==> src/hdl/cdiv_pkg.sv <==
package cdiv_pkg;

    // fixed widths of the stream fields
    localparam int FIELD_W  = 32;
    localparam int STATUS_W = 2;

    // status codes
    localparam logic [STATUS_W-1:0] ST_OK   = 2'd0;
    localparam logic [STATUS_W-1:0] ST_SAT  = 2'd1;
    localparam logic [STATUS_W-1:0] ST_ZERO = 2'd2;

    // control that travels beside the data from the sum stage through the divider
    typedef struct packed {
        logic valid;
        logic zero;
    } t_ctrl;

endpackage

==> src/hdl/cdiv_sat.sv <==
module cdiv_sat #(
    parameter int DW = 32
) (
    input  logic                          i_clk,
    input  logic                          i_rst_n,
    input  logic                          i_en,
    input  cdiv_pkg::t_ctrl               i_ctrl,
    input  logic                          i_neg_re,
    input  logic                          i_ovf_re,
    input  logic [DW-1:0]                 i_q_re,
    input  logic                          i_rnd_re,
    input  logic                          i_neg_im,
    input  logic                          i_ovf_im,
    input  logic [DW-1:0]                 i_q_im,
    input  logic                          i_rnd_im,
    output logic                          o_valid,
    output logic [cdiv_pkg::FIELD_W-1:0]  o_quot_re,
    output logic [cdiv_pkg::FIELD_W-1:0]  o_quot_im,
    output logic [cdiv_pkg::STATUS_W-1:0] o_status
);
    localparam logic [DW:0] LIM_POS = (DW+1)'((64'd1 << (DW - 1)) - 64'd1);
    localparam logic [DW:0] LIM_NEG = (DW+1)'(64'd1 << (DW - 1));

    logic                          r_valid;
    logic [cdiv_pkg::FIELD_W-1:0]  r_quot_re, r_quot_im;
    logic [cdiv_pkg::STATUS_W-1:0] r_status;

    logic [DW:0]   n_qr_re, n_qr_im;
    logic          n_sat_re, n_sat_im;
    logic [DW-1:0] n_res_re, n_res_im;

    always_comb begin
        n_qr_re  = {1'b0, i_q_re} + (DW+1)'(i_rnd_re);
        n_qr_im  = {1'b0, i_q_im} + (DW+1)'(i_rnd_im);
        n_sat_re = i_ovf_re || (i_neg_re ? (n_qr_re > LIM_NEG) : (n_qr_re > LIM_POS));
        n_sat_im = i_ovf_im || (i_neg_im ? (n_qr_im > LIM_NEG) : (n_qr_im > LIM_POS));
        if (n_sat_re) begin
            n_res_re = i_neg_re ? DW'(LIM_NEG) : DW'(LIM_POS);
        end else begin
            n_res_re = i_neg_re ? DW'(-n_qr_re) : DW'(n_qr_re);
        end
        if (n_sat_im) begin
            n_res_im = i_neg_im ? DW'(LIM_NEG) : DW'(LIM_POS);
        end else begin
            n_res_im = i_neg_im ? DW'(-n_qr_im) : DW'(n_qr_im);
        end
    end

    always_ff @(posedge i_clk) begin
        if (!i_rst_n) begin
            r_valid <= 1'b0;
        end else if (i_en) begin
            r_valid <= i_ctrl.valid;
        end
    end

    always_ff @(posedge i_clk) begin
        if (i_en) begin
            if (i_ctrl.zero) begin
                r_quot_re <= '0;
                r_quot_im <= '0;
                r_status  <= cdiv_pkg::ST_ZERO;
            end else begin
                r_quot_re <= cdiv_pkg::FIELD_W'(signed'(n_res_re));
                r_quot_im <= cdiv_pkg::FIELD_W'(signed'(n_res_im));
                r_status  <= (n_sat_re || n_sat_im) ? cdiv_pkg::ST_SAT : cdiv_pkg::ST_OK;
            end
        end
    end

    assign o_valid   = r_valid;
    assign o_quot_re = r_quot_re;
    assign o_quot_im = r_quot_im;
    assign o_status  = r_status;
endmodule

==> config.mk <==
export PLATFORM = sky130hd
export DESIGN_NAME = cdiv_sat
export DESIGN_NICKNAME = d
export VERILOG_FILES = /design/src/hdl/cdiv_pkg.sv /design/src/hdl/cdiv_sat.sv
export SDC_FILE = /design/constraint.sdc
export NUM_CORES = 1
export LEC_CHECK = 0
export BUFFER_PORTS_ARGS = -buffer_cell sky130_fd_sc_hd__buf_2
export CORE_MARGIN = 2
export CORE_UTILIZATION = 43
export CTS_CLUSTER_DIAMETER = 120
export DETAILED_ROUTE_END_ITERATION = 10
export GPL_TIMING_DRIVEN = 0
export SLEW_MARGIN = 20
export SYNTH_ARGS = -nofsm -noshare
export SYNTH_HDL_FRONTEND = slang
export SYNTH_SLANG_ARGS = --single-unit
==> constraint.sdc <==
create_clock -name i_clk -period 6.88 [get_ports i_clk]
set_clock_uncertainty 0.1 [all_clocks]
set_input_delay 1.376 -clock i_clk [delete_from_list [all_inputs] [get_ports i_clk]]
set_output_delay 1.376 -clock i_clk [all_outputs]
set_load 0.05 [all_outputs]
==> metrics.txt, run 1 <==
Worst slew margin=48.2%; Starting Density=44.3%; global-route wire length before repair=34800 um; Core ar.=15900 um^2; largest cells by area after synthesis=edfxtp_1 (28%), nand3_1 (5.6%), xor2_1 (4.5%); max frequency=194 MHz; Vias=7310; status=finished clean; DRC Markers=0; DR WL/cell=18.5 um; hold_buf cts=0; dpl hpwl=16900 um; final setup fails=0; CTS tree=built; die width=132 um; Num CTS Buffers=9; Synth Flop Type=edfxtp_1; fin worst setup slack=1740 ps; CP max stage cell=nor4_2; die area=17500 um^2; Final nets=1057; Lkg Pwr=3.07 nW; post-CTS resize count=0; Synth Register Bits=67; final non-filler cell total=1195; max-cap viol count=0; post-route ant nets=0; CTS sink cnt=67; WP buf/inv=3; chip height=132 um; RSZ-0062 raised after global routing=false; Post-synth EDFFs=66; Unique masters post-synth=81; synthesized area=7060 um^2; cell taking the most area after synthesis=edfxtp_1; DR pass1 iterations=5; vias per cell=6.12; vias in the first global route=6377; CP cell instances=buf_2 > ha_1 > nand4_1 > nor4_2 > nand2_1 > xor2_1 > nand3_1 > or4_4 > o21ai_4 > buf_6 > buf_6 > nand3_1 > a21oi_1; fin crit share=74.8%; final core occ=52.1%; Power Dens Cells=171 nW/um^2; crit-path leading delay family=simple AND/OR/NAND/NOR gates; critical path type=input pin to flop; peak per-stage delay on the critical path=630 ps; Layout area overhead=17.5%; async set-or-reset flop fraction in the synthesized netlist=0%; IO Pins=142; Tightest Pin Transition=771 ps; Post-Syn Nets=919; CP Launch Type=input pin; worst vdd ir=149 uV; CTS Root Cell=clkbuf_16; critical path endpoint category=flop; initial antenna violation count=0; placement row count=46; synthesized area per cell=8.45 um^2; H-tree depth=3; Hold Crit Class=flop to flop; CP required=6910 ps; post-place setup slack=1510 ps; RD Place Congestion=0.912; Diodes inserted=0; worst-path maximum fanout=10; final wirelength=22100 um; Final Max Slew Viols=0; TNS Setup=0 ps; CP arrival=5170 ps; GRT overflow=0; Tmin final=5140 ps; Buffers on Ports=126; endpoints failing hold=0; Ys Warns=0; top-area cell type share of the netlist area=28.1%; Worst-path clk slew=50 ps; Post-DP Area=7990 um^2; All-Layer GR Usage=24.6%; Synth Instances=836; placed insts=1179; DRT iter0 DRCs=754; layout cells sized above 1=22.3%; clk_lat worst skew=330 ps; Design Area, Final=8300 um^2; postcts setup bufs=0; Clock Path Buffers=2; largest net degree at the start of global routing=56; Seq/Total Area, Yosys=28.3%
==> flip-flops by register name, summed over array words and instances, names as in the netlist <==
name,flops
o_status,2
o_quot_re,32
o_valid,1
o_quot_im,32
==> path summary, 6_finish.rpt <==
| kind | startpoint | endpoint | slack [ps] | cells past startpoint |
|---|---|---|---|---|
| max | i_q_re[0] | o_quot_re[15] | 1740 | 13 |
| min | o_valid | o_valid | 420 | 2 |
| max reg2reg | o_valid | o_valid | 6200 | 2 |
| min reg2reg | o_valid | o_valid | 420 | 2 |
==> report_power, final <==
group | switching, mW | internal (mW) | total [mW]
clock network | 0.169 | 0.312 | 0.481
logic | 0.313 | 0.122 | 0.435
registers | 0.0111 | 0.490 | 0.501
==> metal layers <==
metal  track usage (%)  part of all wire (%)
met2              36.7                    44
met3              4.04                   6.8
met1              37.8                    48
met5                 0                     0
met4              4.05                  0.84
==> synth_stat cells, types with 4 or more instances <==
| library cell | instances |
|---|---|
| nor2b_1 | 5 |
| nor3_1 | 35 |
| nand3_1 | 79 |
| or4_1 | 9 |
| xnor2_1 | 34 |
| a221oi_2 | 4 |
| o21ai_0 | 14 |
| a21oi_1 | 36 |
| nand4_1 | 34 |
| and2_1 | 9 |
| o21a_1 | 11 |
| ha_1 | 8 |
| o22ai_1 | 8 |
| a31oi_1 | 6 |
| clkbuf_1 | 22 |
| mux2_2 | 7 |
| xor2_1 | 36 |
| buf_4 | 12 |
| a311oi_1 | 5 |
| nor2_1 | 59 |
| and3_1 | 14 |
| and4_1 | 10 |
| a21o_1 | 25 |
| o31ai_1 | 4 |
| nor4_1 | 28 |
| o32ai_1 | 20 |
| nand2_1 | 64 |
| o31a_1 | 10 |
| o211ai_1 | 13 |
| buf_2 | 21 |
| buf_6 | 5 |
| edfxtp_1 | 66 |
| mux2i_1 | 17 |
| a211oi_1 | 7 |
| nor3b_1 | 4 |
| inv_1 | 25 |
==> logic make-up after synthesis <==
| group | Yosys count | synth area share [%] |
|---|---|---|
| AO/OA/AOI/OAI | 201 | 22.0 |
| XOR/XNOR | 70 | 8.68 |
| adder cells (fa/ha/maj) | 8 | 1.42 |
| buffers and inverters | 88 | 6.27 |
| flip-flops | 67 | 28.3 |
| multiplexers | 24 | 3.53 |
| AND/OR/NAND/NOR | 378 | 29.7 |
==> final cells by class <==
type	instances	area (um^2)
flip-flops and latches	67	2000
inverters	26	97.6
fillers	1576	7640
well taps	216	270
multi-input cells	681	4620
plain buffers	62	345
clock inverters	7	82.6
clock buffers	9	225
repair buffers	127	661
==> worst reg2reg max path, stage by stage, from the launching register on <==
cell and delay, ps:
dfxtp_1 300, mux2i_1 110, nor2b_1 60
==> per-stage QoR <==
step | hold slack [ps] | power (mW)
5_1_grt | 464 | 1.47
3_3_place_gp | 404 | 0.936
2_1_floorplan | 643 | 0.810
3_5_place_dp | 416 | 0.937
4_1_cts | 426 | 1.42
6_report | 424 | 1.42
==> layout by cell type (no fill, tap or decap), types with 6 or more instances in the layout <==
cell,synthesis,final
nand4_1,34,34
o21ai_0,14,14
nor2_1,59,59
inv_1,25,25
mux2i_1,17,17
xnor2_1,34,34
a21o_1,25,25
a31oi_1,6,6
buf_4,12,13
o21a_1,11,11
buf_2,21,146
ha_1,8,8
o211ai_1,13,13
nor4_1,28,28
nand2_1,64,64
edfxtp_1,66,66
xor2_1,36,36
and4_1,10,10
or4_1,9,9
nor3_1,35,35
o22ai_1,8,8
clkbuf_16,0,9
and2_1,9,9
a211oi_1,7,7
clkbuf_1,22,22
mux2_2,7,7
nand3_1,79,79
o32ai_1,20,20
o31a_1,10,10
a21oi_1,36,36
and3_1,14,14
(Power assumes the default switching activity.)
==> inputs of run 2 (changes only) <==
--- a/config.mk
+++ b/config.mk
@@ -5,12 +5,14 @@
 export SDC_FILE = /design/constraint.sdc
 export NUM_CORES = 1
 export LEC_CHECK = 0
+export ABC_AREA = 1
 export BUFFER_PORTS_ARGS = -buffer_cell sky130_fd_sc_hd__buf_2
 export CORE_MARGIN = 2
 export CORE_UTILIZATION = 43
 export CTS_CLUSTER_DIAMETER = 120
 export DETAILED_ROUTE_END_ITERATION = 10
 export GPL_TIMING_DRIVEN = 0
+export PLACE_DENSITY = 0.67
 export SLEW_MARGIN = 20
 export SYNTH_ARGS = -nofsm -noshare
 export SYNTH_HDL_FRONTEND = slang
==> constraint.sdc (replaced) <==
create_clock -name i_clk -period 4.6 [get_ports i_clk]
set_clock_uncertainty 0.1 [all_clocks]
set_input_delay 0.92 -clock i_clk [delete_from_list [all_inputs] [get_ports i_clk]]
set_output_delay 0.92 -clock i_clk [all_outputs]
set_load 0.05 [all_outputs]
==> metrics.txt, run 2 <==
global-route wire length before repair=41200 um; Buffers on Ports=139; Synth Register Bits=67; Layout area overhead=16.8%; CP required=4540 ps; crit-path leading delay family=simple AND/OR/NAND/NOR gates; postcts setup bufs=0; final wirelength=25800 um; Lkg Pwr=4.52 nW; max-cap viol count=0; top post-synthesis cells by count=nand2_1 (518), nor2_1 (173), nand3_1 (154); IO Pins=142; vias in the first global route=8104; TNS Setup=0 ps; die area=19600 um^2; layout cells sized above 1=15.3%; Hold Crit Class=flop to flop; largest cells by area after synthesis=edfxtp_1 (25%), nand2_1 (24%), nand3_1 (9.7%); GRT overflow=0; Post-Syn Nets=1445; Seq/Total Area, Yosys=25.1%; initial antenna violation count=0; max frequency=267 MHz; Final nets=1596; M3 GR Usage=3.62%; CTS Root Cell=clkbuf_16; Power Dens Cells=241 nW/um^2; critical path endpoint category=flop; endpoints failing hold=0; synthesized area per cell=5.85 um^2; DRC Markers=9; top-area cell type share of the netlist area=24.9%; largest net degree at the start of global routing=62; hold_ws=434 ps; met1 usage=41.0%; critical path type=input pin to flop; Clock Path Buffers=2; CP arrival=3690 ps; Num CTS Buffers=9; commonest cells after routing, fill and taps aside=nand2_1 (518), nor2_1 (173), nand3_1 (154); Setup crit end=o_quot_im[14]; DRT iter0 DRCs=811; most common cell after layout, fill and taps aside=nand2_1; multi-input logic area=5180 um^2; CP max stage cell=nor2_1; R2R cell count=2; Worst slew margin=64.1%; DR pass1 iterations=10; WP buf/inv=2; Final Max Slew Viols=0; Vias=9124; register area=2000 um^2; most frequent CP cell=nand2_1; Synth Flop Type=edfxtp_1; status=finished, violations left; worst vdd ir=177 uV; FF-to-FF setup slack=3890 ps; CP cell instances=buf_2 > nand2_1 > nor2_1 > nand2_1 > nor2_1 > nand2_1 > nand2_1 > nand2_1 > nor2_1 > nand3_1 > nor2_1 > nand2_1 > nand2_1 > nand2_1 > nand2_2 > nand2_2 > nand2_2 > buf_4 > a21oi_1; Tightest Pin Transition=539 ps; vias per cell=5.22; CTS tree=built; Synth Instances=1362; worst-path maximum fanout=10; R2R Path Start=o_valid; Diodes inserted=0; All-Layer GR Usage=26.2%; RD Place Congestion=0.969; cell taking the most area after synthesis=edfxtp_1; FF-to-FF End=o_valid; DR WL/cell=14.8 um; die width=140 um; RSZ-0062 raised after global routing=false; Worst Setup SP=i_q_im[8]; post-CTS resize count=0; # fillers=1899; Post-synth EDFFs=66; async set-or-reset flop fraction in the synthesized netlist=0%; final setup fails=0; synthesized area=7970 um^2; fin crit share=81.4%; chip height=140 um; GR Layer Usage met2=38.6%; Ys Warns=0; Tmin final=3740 ps; H-tree depth=3; hold_buf cts=0; placement row count=49; dpl hpwl=21600 um; Most Crowded Layer GR=met1; failing checks=DRC; CTS sink cnt=67; post-route ant nets=0; peak per-stage delay on the critical path=370 ps; clk_lat worst skew=320 ps; Worst-path clk slew=60 ps; top-count cell post-synth=nand2_1; CP Launch Type=input pin; CP Depth=19; Unique masters post-synth=37; Starting Density=44.1%; Core ar.=18100 um^2
run 2: report_power, final:
| group | switching, mW | internal, mW | leakage [nW] |
|---|---|---|---|
| Combinational | 0.545 | 0.189 | 3.72 |
| Clock | 0.275 | 0.478 | 0.156 |
| Sequential | 0.0188 | 0.734 | 0.644 |
run 2: worst min path at each step:
| stage | start | end | slack, ps | cells past startpoint |
|---|---|---|---|---|
| 2_1_floorplan | o_valid | o_valid | 650 | 2 |
| 3_3_place_gp | o_valid | o_valid | 420 | 2 |
| 3_5_place_dp | o_valid | o_valid | 430 | 2 |
| 4_1_cts | o_valid | o_valid | 440 | 2 |
| 5_1_grt | o_valid | o_valid | 480 | 2 |
| 6_report | o_valid | o_valid | 430 | 2 |
run 2: stage by stage:
step / cell area [um^2] / power (mW) / worst slack (ps) / cells / utilization [%]
after global placement: 8950 / 1.48 / 605 / 1730 / 49.5
after CTS: 9300 / 2.25 / 938 / 1747 / 51.4
after floorplan: 7970 / 1.27 / 1310 / 1362 / -
after global routing: 9300 / 2.34 / 613 / 1747 / 51.4
final: 9300 / 2.24 / 856 / 1747 / 51.4
after detailed placement: 8980 / 1.49 / 594 / 1731 / 49.7
run 2: tightest hold or removal path, stage by stage (launching register included):
cell and delay, ps:
dfxtp_1 300, o21ai_0 150, a21oi_1 40
run 2: cell families after synthesis:
group                    after synthesis  share of synthesized area [%]
AND/OR/NAND/NOR                      939                           51.0
buffers and inverters                192                           9.81
AO/OA/AOI/OAI                        101                           6.64
flip-flops                            67                           25.1
XOR/XNOR                              55                           6.14
adder cells (fa/ha/maj)                8                           1.26
run 2: layer usage:
| metal | part of all wire (%) | vias to the layer above | wire length [um] |
|---|---|---|---|
| met4 | 1.2 | 0 | 321 |
| met1 | 50 | 4126 | 13000 |
| met5 | 0 | - | 0 |
| met2 | 41 | 329 | 10600 |
| li1 | - | 4649 | - |
| met3 | 7.7 | 20 | 1990 |
run 2: cell type report:
| class | instances | share of cell area, % |
|---|---|---|
| tap | 229 | 3.08 |
| sequential | 67 | 21.5 |
| multi-input combinational | 1103 | 55.7 |
| timing repair buffer | 140 | 7.80 |
| buffer | 33 | 1.99 |
| clock buffer | 9 | 2.42 |
| clock inverter | 7 | 1.06 |
| inverter | 159 | 6.41 |
==> inputs of run 3 (changes only) <==
--- a/config.mk
+++ b/config.mk
@@ -12,7 +12,6 @@
 export CTS_CLUSTER_DIAMETER = 120
 export DETAILED_ROUTE_END_ITERATION = 10
 export GPL_TIMING_DRIVEN = 0
-export PLACE_DENSITY = 0.67
 export SLEW_MARGIN = 20
 export SYNTH_ARGS = -nofsm -noshare
 export SYNTH_HDL_FRONTEND = slang
==> constraint.sdc (replaced) <==
create_clock -name i_clk -period 3.7 [get_ports i_clk]
set_clock_uncertainty 0.1 [all_clocks]
set_input_delay 0.74 -clock i_clk [delete_from_list [all_inputs] [get_ports i_clk]]
set_output_delay 0.74 -clock i_clk [all_outputs]
set_load 0.05 [all_outputs]
==> metrics.txt, run 3 (synthesis gave the netlist of run 2 again) <==
status=finished, violations left; failing checks=DRC; vias in the first global route=7592; global-route wire length before repair=39000 um; Diodes inserted=0; IO Pins=142; die area=19600 um^2; endpoints failing hold=0; final wirelength=24700 um; Hold Crit Class=flop to flop; chip height=140 um; vias per cell=4.97; Starting Density=44.1%; fin crit share=90.3%; CP cell instances=buf_2 > ha_1 > inv_1 > nor2_4 > nand2_1 > nor2_4 > nand2_1 > nand2_1 > nand2_1 > nor2_1 > nand3_1 > nor2_1 > nand2_1 > nand2_1 > nand2_1 > nand2_2 > nand2_2 > nand2_2 > buf_4 > a21oi_1; Worst-path clk slew=50 ps; post-CTS resize count=0; Worst slew margin=45.8%; critical path endpoint category=flop; commonest cells after routing, fill and taps aside=nand2_1 (518), nor2_1 (173), nand3_1 (154); worst vdd ir=206 uV; DRT iter0 DRCs=692; CP Launch Type=input pin; max-cap viol count=0; placement row count=49; worst-path maximum fanout=10; CP required=3640 ps; largest net degree at the start of global routing=69; crit-path leading delay family=simple AND/OR/NAND/NOR gates; CP arrival=3290 ps; Buffers on Ports=139; most common cell after layout, fill and taps aside=nand2_1; DRC Markers=13; Vias=8686; Power Dens Cells=294 nW/um^2; CTS sink cnt=67; TNS Setup=0 ps; hold_buf cts=0; FF-to-FF setup slack=2960 ps; DR pass1 iterations=10; RD Place Congestion=0.919; Tightest Pin Transition=813 ps; Layout area overhead=16.4%; Clock Path Buffers=2; critical path type=input pin to flop; dpl hpwl=21000 um; final setup fails=0; most frequent CP cell=nand2_1; max frequency=299 MHz; layout cells sized above 1=15.2%; Core ar.=18100 um^2; CTS Root Cell=clkbuf_16; RSZ-0062 raised after global routing=false; peak per-stage delay on the critical path=230 ps; post-route ant nets=0; postcts setup bufs=0; clk_lat worst skew=320 ps; All-Layer GR Usage=24.6%; initial antenna violation count=0; die width=140 um; fin worst setup slack=359 ps; DR WL/cell=14.2 um; Final nets=1595; CTS tree=built; Lkg Pwr=4.50 nW; post-place setup slack=47.6 ps; H-tree depth=3; GRT overflow=0; WP buf/inv=3; CP max stage cell=nor2_4; Num CTS Buffers=9; Final Max Slew Viols=0; Tmin final=3340 ps
-- run 3: cell count changes in the layout (fill, tap and decap cells not counted), sizes merged --
cell,delta
clkinv,+1
buf,-1
clkbuf,+1
inv,-2
-- run 3: metal layers --
layer	track usage [%]	routed length [um]
met2	33.9	9220
met5	0	0
met3	1.68	1690
met1	41.7	13600
met4	4.09	200
-- run 3: final cells by class --
cell class | count | area (um^2)
repair buffers | 139 | 698
clock inverters | 6 | 90.1
inverters | 159 | 597
multi-input cells | 1103 | 5180
plain buffers | 33 | 185
flip-flops and latches | 67 | 2000
well taps | 229 | 287
fillers | 1943 | 8810
clock buffers | 10 | 229
-- run 3: through the flow --
stage | hold slack [ps] | util, % | power (mW) | cells | cell area (um^2)
floorplan | 653 | - | 1.57 | 1362 | 7970
global placement | 422 | 49.5 | 1.84 | 1730 | 8950
detailed placement | 432 | 49.5 | 1.84 | 1730 | 8950
CTS | 440 | 51.3 | 2.73 | 1746 | 9270
global route | 444 | 51.3 | 2.86 | 1746 | 9270
finish | 433 | 51.3 | 2.73 | 1746 | 9270
-- run 3: path summary, 6_finish.rpt --
path,start,to,depth (start not counted)
setup / recovery,i_q_im[0],o_quot_im[15],20
hold / removal,o_valid,o_valid,2
hold reg to reg,o_valid,o_valid,2
setup reg to reg,o_valid,o_valid,2
-- run 3: where the power goes --
group          internal [mW]  leakage (nW)  switching [mW]
Clock                  0.590         0.153           0.298
Sequential             0.912         0.644          0.0149
Combinational          0.232          3.71           0.680
Total                   1.73          4.50           0.993
-- run 3: tightest hold or removal path, cell delays in order, from the launching register on --
cell and delay, ps:
dfxtp_1 300, o21ai_0 150, a21oi_1 40
